File: src/hdl/ascii_integer_parser_defines.svh
// assertion helpers shared by the parser modules
// each module that asserts has clk_i and rst_ni in scope
`ifndef ASCII_INTEGER_PARSER_DEFINES_SVH
`define ASCII_INTEGER_PARSER_DEFINES_SVH

// same-cycle implication
`define AIP_ASSERT_NOW(lbl, ante, cons) \
  lbl: assert property (@(posedge clk_i) disable iff (!rst_ni) (ante) |-> (cons)) \
    else $error("aip assertion failed");

// next-cycle implication
`define AIP_ASSERT_NEXT(lbl, ante, cons) \
  lbl: assert property (@(posedge clk_i) disable iff (!rst_ni) (ante) |=> (cons)) \
    else $error("aip assertion failed");

`endif

File: src/hdl/aip_pkg.sv
`default_nettype none

package aip_pkg;

  // datapath sizes
  localparam int unsigned VALUE_WIDTH  = 64;
  localparam int unsigned OFFSET_WIDTH = 16;
  localparam int unsigned CharW        = 8;
  localparam int unsigned BaseW        = 6;
  localparam int unsigned StatusW      = 2;
  localparam int unsigned CfgIdxW      = 1;

  // queue between front and back
  localparam int unsigned FifoDepth = 4;
  localparam int unsigned FifoAw    = $clog2(FifoDepth);

  // configuration register indexes
  localparam logic [CfgIdxW-1:0] CfgNumberBase = 1'd0;
  localparam logic [CfgIdxW-1:0] CfgSignedMode = 1'd1;

  // result status codes
  localparam logic [StatusW-1:0] StOk       = 2'd0;
  localparam logic [StatusW-1:0] StOverflow = 2'd1;
  localparam logic [StatusW-1:0] StBadBase  = 2'd2;

  // radix constants
  localparam logic [BaseW-1:0] BaseAuto   = 6'd0;
  localparam logic [BaseW-1:0] BaseMin    = 6'd2;
  localparam logic [BaseW-1:0] Base8      = 6'd8;
  localparam logic [BaseW-1:0] Base10     = 6'd10;
  localparam logic [BaseW-1:0] Base16     = 6'd16;
  localparam logic [BaseW-1:0] BaseMax    = 6'd36;
  localparam logic [BaseW-1:0] DigitNone  = 6'd37;
  localparam logic [BaseW-1:0] BaseReset  = 6'd10;

  // character codes
  localparam logic [CharW-1:0] ChZero  = 8'h30;
  localparam logic [CharW-1:0] ChNine  = 8'h39;
  localparam logic [CharW-1:0] ChLa    = 8'h61;
  localparam logic [CharW-1:0] ChLz    = 8'h7a;
  localparam logic [CharW-1:0] ChUa    = 8'h41;
  localparam logic [CharW-1:0] ChUz    = 8'h5a;
  localparam logic [CharW-1:0] ChLx    = 8'h78;
  localparam logic [CharW-1:0] ChUx    = 8'h58;
  localparam logic [CharW-1:0] ChPlus  = 8'h2b;
  localparam logic [CharW-1:0] ChMinus = 8'h2d;
  localparam logic [CharW-1:0] ChSpace = 8'h20;
  localparam logic [CharW-1:0] ChTab   = 8'h09;
  localparam logic [CharW-1:0] ChCr    = 8'h0d;

  // classified character handed from front to back
  typedef struct packed {
    logic             first;
    logic [BaseW-1:0] digit;
    logic             space;
    logic             plus;
    logic             minus;
    logic             zero;
    logic             x;
  } cls_t;

  // digit value in radix 36, DigitNone for anything else
  function automatic logic [BaseW-1:0] digit_of(input logic [CharW-1:0] c);
    logic [CharW-1:0] t;
    begin
      t = '0;
      if (c >= ChZero && c <= ChNine) begin
        t = c - ChZero;
      end else if (c >= ChLa && c <= ChLz) begin
        t = c - ChLa + CharW'(Base10);
      end else if (c >= ChUa && c <= ChUz) begin
        t = c - ChUa + CharW'(Base10);
      end else begin
        t = CharW'(DigitNone);
      end
      return t[BaseW-1:0];
    end
  endfunction

  // space and the control codes tab through carriage return
  function automatic logic is_space(input logic [CharW-1:0] c);
    return (c == ChSpace) || (c >= ChTab && c <= ChCr);
  endfunction

endpackage

`default_nettype wire

File: src/hdl/ascii_integer_parser.sv
// ASCII to integer parser, one character per transfer.
// Input channel: in_valid_i / in_stall_o with ch_i and first_i. first_i set
// starts a new conversion at offset 0; a string ends at the first character
// that is not a digit of the active base (NUL included).
// Output channel: out_valid_o / out_stall_i with value_o, end_offset_o and
// status_o (ok, range overflow, invalid base). At most one result per string.
// Config channel: cfg_valid_i / cfg_ready_o, cfg_index_i selects number_base
// or signed_mode, cfg_data_i carries the value; write only while idle.
// Throughput: one character per cycle while the queue has room; the digit
// multiply-add with its overflow check is done combinationally in the back stage.
// A transferred character is written into the 4-entry queue; the back stage
// then pops it and writes its result, if any, into the output register.
// While out_stall_i holds a result, the back stage halts; the queue keeps
// taking characters until it is full, then in_stall_o rises.
// Reset: number_base 10, unsigned mode, queue empty, no result pending,
// parser idle until a character with first_i set arrives.
`default_nettype none

module ascii_integer_parser (
  input  wire logic                            clk_i,
  input  wire logic                            rst_ni,
  input  wire logic                            in_valid_i,
  output logic                                 in_stall_o,
  input  wire logic [7:0]                      ch_i,
  input  wire logic                            first_i,
  output logic                                 out_valid_o,
  input  wire logic                            out_stall_i,
  output logic [63:0]                          value_o,
  output logic [15:0]                          end_offset_o,
  output logic [1:0]                           status_o,
  input  wire logic                            cfg_valid_i,
  output logic                                 cfg_ready_o,
  input  wire logic [aip_pkg::CfgIdxW-1:0]     cfg_index_i,
  input  wire logic [aip_pkg::BaseW-1:0]       cfg_data_i
);
  import aip_pkg::*;

  logic [BaseW-1:0]        number_base_q;
  logic                    signed_mode_q;
  logic                    push, fifo_full, fifo_valid, pop;
  cls_t                    push_data, pop_data;
  logic [VALUE_WIDTH-1:0]  value;
  logic [OFFSET_WIDTH-1:0] end_offset;

  // configuration registers
  assign cfg_ready_o = 1'b1;

  always_ff @(posedge clk_i or negedge rst_ni) begin
    if (!rst_ni) begin
      number_base_q <= BaseReset;
      signed_mode_q <= 1'b0;
    end else if (cfg_valid_i) begin
      unique case (cfg_index_i)
        CfgNumberBase: number_base_q <= cfg_data_i;
        CfgSignedMode: signed_mode_q <= cfg_data_i[0];
        default: ;
      endcase
    end
  end

  // classify and enqueue
  aip_front u_front (
    .in_valid_i  (in_valid_i),
    .in_stall_o  (in_stall_o),
    .ch_i        (ch_i),
    .first_i     (first_i),
    .fifo_full_i (fifo_full),
    .push_o      (push),
    .cls_o       (push_data)
  );

  aip_fifo u_fifo (
    .clk_i       (clk_i),
    .rst_ni      (rst_ni),
    .push_i      (push),
    .push_data_i (push_data),
    .full_o      (fifo_full),
    .valid_o     (fifo_valid),
    .pop_i       (pop),
    .pop_data_o  (pop_data)
  );

  // parse and hold the result
  aip_back u_back (
    .clk_i         (clk_i),
    .rst_ni        (rst_ni),
    .number_base_i (number_base_q),
    .signed_mode_i (signed_mode_q),
    .fifo_valid_i  (fifo_valid),
    .fifo_data_i   (pop_data),
    .pop_o         (pop),
    .out_valid_o   (out_valid_o),
    .out_stall_i   (out_stall_i),
    .value_o       (value),
    .end_offset_o  (end_offset),
    .status_o      (status_o)
  );

  assign value_o      = 64'(value);
  assign end_offset_o = 16'(end_offset);

endmodule

`default_nettype wire

File: src/hdl/aip_front.sv
`default_nettype none

module aip_front (
  input  wire logic                       in_valid_i,
  output logic                            in_stall_o,
  input  wire logic [aip_pkg::CharW-1:0]  ch_i,
  input  wire logic                       first_i,
  input  wire logic                       fifo_full_i,
  output logic                            push_o,
  output aip_pkg::cls_t                   cls_o
);
  import aip_pkg::*;

  // accept whenever the queue has room
  assign in_stall_o = fifo_full_i;
  assign push_o     = in_valid_i && !fifo_full_i;

  // classify the character independently of parser state
  always_comb begin
    cls_o.first = first_i;
    cls_o.digit = digit_of(ch_i);
    cls_o.space = is_space(ch_i);
    cls_o.plus  = (ch_i == ChPlus);
    cls_o.minus = (ch_i == ChMinus);
    cls_o.zero  = (ch_i == ChZero);
    cls_o.x     = (ch_i == ChLx) || (ch_i == ChUx);
  end

endmodule

`default_nettype wire

File: src/hdl/aip_fifo.sv
`default_nettype none

`include "ascii_integer_parser_defines.svh"

module aip_fifo (
  input  wire logic    clk_i,
  input  wire logic    rst_ni,
  input  wire logic    push_i,
  input  wire aip_pkg::cls_t push_data_i,
  output logic         full_o,
  output logic         valid_o,
  input  wire logic    pop_i,
  output aip_pkg::cls_t pop_data_o
);
  import aip_pkg::*;

  cls_t                mem_q [FifoDepth];
  logic [FifoAw-1:0]   wr_ptr_q, rd_ptr_q;
  logic [FifoAw:0]     cnt_q;

  assign full_o     = (cnt_q == (FifoAw+1)'(FifoDepth));
  assign valid_o    = (cnt_q != '0);
  assign pop_data_o = mem_q[rd_ptr_q];

  // storage, no reset needed
  always_ff @(posedge clk_i) begin
    if (push_i) begin
      mem_q[wr_ptr_q] <= push_data_i;
    end
  end

  // pointers and fill count
  always_ff @(posedge clk_i or negedge rst_ni) begin
    if (!rst_ni) begin
      wr_ptr_q <= '0;
      rd_ptr_q <= '0;
      cnt_q    <= '0;
    end else begin
      if (push_i) begin
        wr_ptr_q <= wr_ptr_q + 1'b1;
      end
      if (pop_i) begin
        rd_ptr_q <= rd_ptr_q + 1'b1;
      end
      if (push_i && !pop_i) begin
        cnt_q <= cnt_q + 1'b1;
      end else if (pop_i && !push_i) begin
        cnt_q <= cnt_q - 1'b1;
      end
    end
  end

  `AIP_ASSERT_NOW(a_fifo_no_pop_empty, pop_i, cnt_q != '0)
  `AIP_ASSERT_NOW(a_fifo_no_push_full, push_i, cnt_q != (FifoAw+1)'(FifoDepth))

endmodule

`default_nettype wire

File: src/hdl/aip_back.sv
`default_nettype none

`include "ascii_integer_parser_defines.svh"

module aip_back (
  input  wire logic                          clk_i,
  input  wire logic                          rst_ni,
  input  wire logic [aip_pkg::BaseW-1:0]     number_base_i,
  input  wire logic                          signed_mode_i,
  input  wire logic                          fifo_valid_i,
  input  wire aip_pkg::cls_t                 fifo_data_i,
  output logic                               pop_o,
  output logic                               out_valid_o,
  input  wire logic                          out_stall_i,
  output logic [aip_pkg::VALUE_WIDTH-1:0]    value_o,
  output logic [aip_pkg::OFFSET_WIDTH-1:0]   end_offset_o,
  output logic [aip_pkg::StatusW-1:0]        status_o
);
  import aip_pkg::*;

  localparam int unsigned VW = VALUE_WIDTH;
  localparam int unsigned OW = OFFSET_WIDTH;
  localparam int unsigned PW = VW + BaseW;

  // parse phases
  localparam logic [2:0] PhIdle     = 3'd0;
  localparam logic [2:0] PhWs1      = 3'd1;
  localparam logic [2:0] PhWs2      = 3'd2;
  localparam logic [2:0] PhZeroAuto = 3'd3;
  localparam logic [2:0] PhZeroHex  = 3'd4;
  localparam logic [2:0] PhAfterX   = 3'd5;
  localparam logic [2:0] PhDigits   = 3'd6;

  localparam logic [VW-1:0] VMax = '1;
  localparam logic [VW-1:0] SMax = VMax >> 1;
  localparam logic [VW-1:0] SMin = SMax + 1'b1;
  localparam logic [OW-1:0] OMax = '1;

  logic [2:0]       phase_q, phase_d;
  logic [VW-1:0]    acc_q, acc_d;
  logic [OW-1:0]    cnt_q, cnt_d;
  logic [OW-1:0]    xpos_q, xpos_d;
  logic             neg_q, neg_d;
  logic [BaseW-1:0] base_q, base_d;
  logic             ovf_q, ovf_d;

  logic             out_valid_q;
  logic [VW-1:0]    out_val_q, res_val;
  logic [OW-1:0]    out_off_q, res_off;
  logic [StatusW-1:0] out_st_q, res_st;

  // working copies after an optional restart
  logic [2:0]       ph;
  logic [VW-1:0]    acc;
  logic [OW-1:0]    pos, xpos;
  logic             neg, ovf;
  logic [BaseW-1:0] base;

  logic             go, emit, do_digit;
  logic [BaseW-1:0] dig_base;
  logic [PW-1:0]    prod;
  logic [VW-1:0]    num_u;
  cls_t             c;

  // back side advances unless a finished result is being held
  assign pop_o = fifo_valid_i && !(out_valid_q && out_stall_i);
  assign c     = fifo_data_i;
  assign go    = pop_o && (c.first || (phase_q != PhIdle));

  always_comb begin
    ph   = c.first ? PhWs1 : phase_q;
    acc  = c.first ? '0 : acc_q;
    pos  = c.first ? '0 : cnt_q;
    xpos = c.first ? '0 : xpos_q;
    neg  = c.first ? 1'b0 : neg_q;
    ovf  = c.first ? 1'b0 : ovf_q;
    base = c.first ? '0 : base_q;
  end

  // multiply-add for the next digit, overflow is any bit above the value
  assign prod = PW'(acc) * PW'(dig_base) + PW'(c.digit);

  // saturated magnitude for the result
  assign num_u = ovf ? VMax : acc;

  always_comb begin
    phase_d  = ph;
    acc_d    = acc;
    xpos_d   = xpos;
    neg_d    = neg;
    ovf_d    = ovf;
    base_d   = base;
    cnt_d    = (pos == OMax) ? pos : pos + 1'b1;
    emit     = 1'b0;
    do_digit = 1'b0;
    dig_base = base;
    res_val  = '0;
    res_off  = pos;
    res_st   = StOk;

    // phase decisions
    unique case (ph)
      PhWs1, PhWs2: begin
        if (c.space) begin
          phase_d = ph;
        end else if (ph == PhWs1 && signed_mode_i && (c.plus || c.minus)) begin
          neg_d   = c.minus;
          phase_d = PhWs2;
        end else if (number_base_i == BaseAuto || number_base_i == Base16) begin
          if (c.zero) begin
            phase_d = (number_base_i == BaseAuto) ? PhZeroAuto : PhZeroHex;
          end else begin
            dig_base = (number_base_i == BaseAuto) ? Base10 : Base16;
            do_digit = 1'b1;
          end
        end else if (number_base_i < BaseMin || number_base_i > BaseMax) begin
          emit    = 1'b1;
          res_st  = StBadBase;
          phase_d = PhIdle;
        end else begin
          dig_base = number_base_i;
          do_digit = 1'b1;
        end
      end
      PhZeroAuto, PhZeroHex: begin
        if (c.x) begin
          xpos_d  = pos;
          phase_d = PhAfterX;
        end else begin
          dig_base = (ph == PhZeroAuto) ? Base8 : Base16;
          do_digit = 1'b1;
        end
      end
      PhAfterX: begin
        if (c.digit < Base16) begin
          dig_base = Base16;
          do_digit = 1'b1;
        end else begin
          emit    = 1'b1;
          res_off = xpos;
          phase_d = PhIdle;
        end
      end
      PhDigits: begin
        do_digit = 1'b1;
      end
      default: begin
        phase_d = PhIdle;
      end
    endcase

    // digit consumption or end of number
    if (do_digit) begin
      base_d  = dig_base;
      phase_d = PhDigits;
      if (c.digit >= dig_base) begin
        emit    = 1'b1;
        phase_d = PhIdle;
        if (!signed_mode_i) begin
          res_val = num_u;
          res_st  = ovf ? StOverflow : StOk;
        end else if (!num_u[VW-1]) begin
          res_val = neg ? (VW'(0) - num_u) : num_u;
        end else if (neg && num_u == SMin) begin
          res_val = SMin;
        end else begin
          res_val = SMax;
          res_st  = StOverflow;
        end
      end else if (!ovf) begin
        if (prod[PW-1:VW] != '0) begin
          ovf_d = 1'b1;
        end else begin
          acc_d = prod[VW-1:0];
        end
      end
    end
  end

  // parser state
  always_ff @(posedge clk_i or negedge rst_ni) begin
    if (!rst_ni) begin
      phase_q <= PhIdle;
      acc_q   <= '0;
      cnt_q   <= '0;
      xpos_q  <= '0;
      neg_q   <= 1'b0;
      base_q  <= '0;
      ovf_q   <= 1'b0;
    end else if (go) begin
      phase_q <= phase_d;
      acc_q   <= acc_d;
      cnt_q   <= cnt_d;
      xpos_q  <= xpos_d;
      neg_q   <= neg_d;
      base_q  <= base_d;
      ovf_q   <= ovf_d;
    end
  end

  // result register
  always_ff @(posedge clk_i or negedge rst_ni) begin
    if (!rst_ni) begin
      out_valid_q <= 1'b0;
    end else if (go && emit) begin
      out_valid_q <= 1'b1;
    end else if (!out_stall_i) begin
      out_valid_q <= 1'b0;
    end
  end

  always_ff @(posedge clk_i) begin
    if (go && emit) begin
      out_val_q <= res_val;
      out_off_q <= res_off;
      out_st_q  <= res_st;
    end
  end

  assign out_valid_o  = out_valid_q;
  assign value_o      = out_val_q;
  assign end_offset_o = out_off_q;
  assign status_o     = out_st_q;

  `AIP_ASSERT_NOW(a_back_no_overwrite, go && emit, !(out_valid_q && out_stall_i))
  `AIP_ASSERT_NEXT(a_back_idle_after_end, go && emit, phase_q == PhIdle)

endmodule

`default_nettype wire
File: config.mk
export PLATFORM = sky130hd
export DESIGN_NAME = ascii_integer_parser
export DESIGN_NICKNAME = d
export VERILOG_FILES = /design/src/hdl/aip_pkg.sv /design/src/hdl/ascii_integer_parser.sv /design/src/hdl/aip_front.sv /design/src/hdl/aip_fifo.sv /design/src/hdl/aip_back.sv
export VERILOG_INCLUDE_DIRS = /design/src /design/src/hdl
export SDC_FILE = /design/constraint.sdc
export NUM_CORES = 2
export LEC_CHECK = 0
export ABC_AREA = 1
export BUFFER_PORTS_ARGS = -buffer_cell sky130_fd_sc_hd__buf_2
export CAP_MARGIN = 20
export CORE_MARGIN = 2
export CORE_UTILIZATION = 28
export DETAILED_ROUTE_END_ITERATION = 8
export PLACE_DENSITY = 0.42
export SLEW_MARGIN = 15
export SYNTH_ARGS = -nofsm -noshare
export SYNTH_HDL_FRONTEND = slang
export SYNTH_HIERARCHICAL = 1
export SYNTH_SLANG_ARGS = --single-unit
File: constraint.sdc
create_clock -name clk_i -period 21.6 [get_ports clk_i]
set_input_delay 4.32 -clock clk_i [delete_from_list [all_inputs] [get_ports clk_i]]
set_output_delay 4.32 -clock clk_i [all_outputs]
set_load 0.01 [all_outputs]
After elaboration in Yosys (flattened, before gate mapping)
Memories as Yosys holds them, arrays and structs flattened.
Index checks and enable logic that the tools add are counted.
Storage, ports and cells
  register bits after elaboration: 204
  memory bits (writable): 48
  input port bits: 21
  output and inout port bits: 85
  word-level logic and storage cells: 180
  memories kept: 1
Operators by class
  add/subtract/negate cells: 12
  multipliers: 1
  $lt $le $gt $ge: 12
  equal/unequal tests: 17
  mux-type cells: 86
  bitwise operators: 1
  reductions and logical operators: 34
Memory list
  u_fifo.mem_q: words 4, bits a word 12, read ports 1, clocked after Yosys merged registers in 0, wr ports 1, RTL line aip_fifo.sv:17  | cls_t mem_q [FifoDepth];
Operators with widths (number)
  2-to-1 mux 64 bit: 10
  2-to-1 mux 16 bit: 7
  2-to-1 mux 6 bit: 12
  adder 70 x 6 -> 70 bit: 1
  multiplier 64 x 6 -> 70 bit: 1
  equality test 64 bit, second input constant: 1
  subtractor 1 x 64 -> 64 bit, first input constant: 1
  2-to-1 mux 3 bit: 13
  equality test 8 x 6 -> 1 bit, second input constant: 4
  2-to-1 mux 1 bit: 28
  2-to-1 mux 2 bit: 10
  one-hot mux 6 bit (3 select lines): 1
  adder 16 x 1 -> 16 bit, second input constant: 1
  equality test 16 bit, second input constant: 1
  equality test 8 x 7 -> 1 bit, second input constant: 2
  greater-or-equal comparator 8 x 7 -> 1 bit, second input constant: 2
  <= comparator 8 x 7 -> 1 bit, second input constant: 2
  logical AND 1 bit: 14
  adder 6 x 4 -> 6 bit, second input constant: 2
  equality test 3 bit, second input constant: 4
  one-hot mux 3 bit (4 select lines): 1
  subtractor 6 bit, second input constant: 2
  2-to-1 mux 5 bit: 2
  greater-or-equal comparator 8 x 4 -> 1 bit, second input constant: 1
  other kinds (26): 40

Logic depth before layout (Yosys ltp)
An unclocked memory read counts as a cell.
  depth in word-level cells: 15
  depth in mapped cells: 53
  mapped depth without buffers: 49

Hierarchy
The synthesis kept the hierarchy.
Modules (own cells, without submodules)
  aip_back: instances 1, cells each 3627, area an instance 25534.5 µm², sequential area each 5165.0 µm²
  aip_fifo: instances 1, cells each 189, area an instance 2349.8 µm², sequential area each 1616.6 µm²
  aip_front: instances 1, cells each 100, area an instance 543.0 µm², sequential area each 0.0 µm²
  ascii_integer_parser: instances 1, cells each 34, area an instance 302.8 µm², sequential area each 177.7 µm²

Least setup slack after synthesis
Ideal clock, no wire load.
  path type: input to register
  start: in out_stall_i
  end: reg u_back.out_off_q[0], in the netlist u_back/end_offset_o[0] (enable)
  setup time: 550 ps
  arrival time: 9030 ps
  required time: 21050 ps
  path slack: 12020 ps
  cell stages on the path: 6
  buffers on the path: 1
  cells stage by stage: inv_1 o21ai_0 a31oi_1 inv_2 clkbuf_1 a21oi_1
On the way
  word-level cells in the longest chain between the ends: 5
Ends and longest elaborated chain
  start, declared: RTL line ascii_integer_parser.sv:27  | input wire logic out_stall_i,
  logical AND 1 bit: RTL line aip_back.sv:66  | assign pop_o = fifo_valid_i && !(out_valid_q && out_stall_i);
  logical NOT 1 bit: RTL line aip_back.sv:66
  logical AND 1 bit: RTL line aip_back.sv:66
  logical AND 1 bit: RTL line aip_back.sv:68  | assign go = pop_o && (c.first || (phase_q != PhIdle));
  logical AND 1 bit: RTL line aip_back.sv:213  | if (go && emit) begin
  end signal, assigned: RTL line aip_back.sv:215  | out_off_q <= res_off;
  end, declared: RTL line aip_back.sv:49  | logic [OW-1:0] out_off_q, res_off;
No other way between the ends.
A chain may end at the register's enable or synchronous reset.

==> results.ini <==
[status]
outcome = completed

[route]
vias = 26200
wirelength_um = 106000
dr_wl_met2_um = 44100
first_pass_iters = 5
drt_iter0_drc = 2151
vias_per_cell = 4.90
post-route-drc-count = 0
wl_per_cell_um = 19.9
dr.max_layer_used = met4
wl_met3_um = 6580
wl_met1_um = 53500
drtAntennaViolNets = 0

[cts]
hold_buffers = 0
cts_tree = built
htreeDepth = 1
worstSkewPairLatency_ps = 630
cts_made_buffers = 31
cts_root_buf = clkbuf_16
post_cts_buffers = 0
clock_sinks = 252
clk_pin_slew_ps = 70
clock_path_buffers = 3
ctsResizeCount = 0

[synth]
synth_seq_cells = 252
synthCells = 3950
synthesis.area_um2 = 28700
synth_edf_count = 130
synthDistinctLibCells = 57
synth.yosys.seq_area_share_pct = 24.2
yosys_warnings = 6
async_reset_ff_share_pct = 48.4
avgSynthCellArea_um2 = 7.27
synthesis.nets = 4391
ys.flop_type = edfxtp_1

[global_routing]
grt_pass1_wl_um = 164000
grt-ovfl-total = 0
antenna_found_initial = 0
grt_usage_pct = 20.1
grt_max_degree = 82
grt_pass1_vias = 25700

[placement]
place.port_buffers = 104
gp_congestion = 0.912
post-dp-hpwl_um = 82300
placed_area_um2 = 30500

[timing]
timing.fmax_ghz = 0.0965
slew_headroom_pct = 30.7
fin_worst_skew_ps = 25.9
tns_ps = 0
slew_viol_final = 0
rsz0062_at_grt = false
final-hold-violation-count = 0
setup_violations = 0
period_minus_slack_ps = 10370
tightest_slew_ps = 1040
hold_ws_ps = 468
period_share_pct = 48.0

[final_layout]
area_growth_pct = 9.61
utilization_pct = 31.0
fin_nets = 4404
fin_area_um2 = 31500
antenna_cells = 0
drive_gt1_share_pct = 7.30

[floorplan]
die_y_um = 324
dieArea_um2 = 105000
placementRows = 117
core_area_um2 = 102000
die_w_um = 324
start_util_pct = 28.2
pin_count = 106

[critical_path]
startpoint_type = flop
worst_path_most_repeated_cell = nand2_1
cp-end-kind = flop
worstPathRequired_ps = 22110
critPathKind = flop to flop
path_max_fanout = 45
crit_family = simple AND/OR/NAND/NOR gates
arrival_ps = 10880
cp_slowest_stage_delay_ps = 670
cp.buffers_inverters = 4
slowest_stage = dfrtp_1

[pwr]
p_per_area_nw_per_um2 = 144
leakage_uw = 0.0161
finalPower_uw = 4530
ir_worst_vdd_mv = 0.110

[job]
maxCapViolCount = 0

[worst_hold_path]
hp-class = flop to flop

[cell type report]
cell class | instances | area [µm²]
sequential | 252 | 6960
fill | 11000 | 70200
timing repair buffer | 133 | 744
clock inverter | 24 | 195
inverter | 513 | 1930
tap | 1368 | 1710
clock buffer | 34 | 787
multi-input combinational | 3032 | 19200
[metal layers]
layer | vias up | global-route usage [%]
li1 | 12600 | -
met1 | 12800 | 31.0
met2 | 769 | 29.3
met3 | 102 | 2.73
met4 | 0 | 4.37
met5 | - | 0
[state kept, by name, indices dropped and copies added (netlist names)]
signal,count
u_back/acc_q,64
u_back/value_o,64
u_fifo/mem_q,48
u_back/cnt_q,16
u_back/end_offset_o,16
u_back/xpos_q,16
number_base_q,6
u_back/base_q,6
u_back/phase_q,3
u_fifo/cnt_q,3
u_back/status_o,2
u_fifo/rd_ptr_q,2
u_fifo/wr_ptr_q,2
signed_mode_q,1
u_back/neg_q,1
u_back/out_valid_o,1
u_back/ovf_q,1
[cells by family (layout without fill, tap and decap cells)]
logic type / Yosys count / after routing / synth area share (%)
adder cells (fa/ha/maj): 420 / 420 / 24.9
AND/OR/NAND/NOR: 1988 / 1988 / 28.5
other: 1 / 1 / 0.0131
AO/OA/AOI/OAI: 543 / 543 / 10.6
XOR/XNOR: 80 / 80 / 2.44
flip-flops: 252 / 252 / 24.2
buffers and inverters: 666 / 704 / 9.34
[final timing paths]
check | to | slack (ps) | start | cells past startpoint
max | u_back/acc_q[36] | 11230 | u_fifo/rd_ptr_q[1] | 34
min | u_fifo/cnt_q[2] | 470 | u_fifo/cnt_q[2] | 2
max reg2reg | u_back/acc_q[36] | 11230 | u_fifo/rd_ptr_q[1] | 34
min reg2reg | u_fifo/cnt_q[2] | 470 | u_fifo/cnt_q[2] | 2
max in group asynchronous | u_back/acc_q[50] | 16460 | rst_ni | 2
min in group asynchronous | u_fifo/wr_ptr_q[1] | 3680 | rst_ni | 1
[worst register-to-register path, delay by kind of cell (launching register included)]
family | cells | cell delay (ps)
compound gates | 6 | 1510
fa+ha+maj | 5 | 2230
buf+inv | 4 | 1610
flops | 1 | 670
simple gates | 19 | 4230
[synth_stat cells (30+ instances only)]
| library cell | n | area share, % |
|---|---|---|
| a21oi_1 | 231 | 4.0 |
| buf_2 | 37 | 0.64 |
| clkbuf_1 | 83 | 1.1 |
| dfrtp_1 | 120 | 10 |
| edfxtp_1 | 130 | 14 |
| fa_1 | 253 | 18 |
| ha_1 | 167 | 7.3 |
| inv_1 | 475 | 6.2 |
| inv_2 | 33 | 0.43 |
| nand2_1 | 947 | 12 |
| nand3_1 | 189 | 3.3 |
| nand4_1 | 30 | 0.65 |
| nor2_1 | 681 | 8.9 |
| nor3_1 | 40 | 0.70 |
| o211ai_1 | 31 | 0.81 |
| o21ai_0 | 171 | 3.0 |
| o21bai_1 | 31 | 0.81 |
| xor2_1 | 54 | 1.6 |
[placed cells by master (no fill, tap or decap), types with 15 or more instances in the layout]
cell type    n
ha_1       167
nand3_1    188
inv_2       32
xnor2_1     26
nand4_1     30
clkinv_1    16
inv_1      475
nand2_2     31
buf_4       29
a21oi_1    230
nor2_1     676
o211ai_1    31
edfxtp_1   130
nor4_1      15
nand3b_1    19
nor3_1      40
xor2_1      54
fa_1       253
o21ai_1     15
o21bai_1    31
buf_2      103
o21ai_0    171
clkbuf_16   31
dfrtp_1    120
nand2_1    942
[where the power goes]
part | internal (µW) | switching [µW] | leakage (µW) | total [µW]
logic | 864 | 2330 | 0.0128 | 3200
clock network | 287 | 232 | 0.000462 | 519
registers | 747 | 72.1 | 0.00285 | 819
[metrics by stage]
stage,instances,setup slack [ps]
final,5356,11230
after global routing,5356,10640
after CTS,5356,11380
after detailed placement,5298,11400
after global placement,5298,11520
after floorplan,3950,12020
No activity file was read; power rests on OpenSTA's default activity.
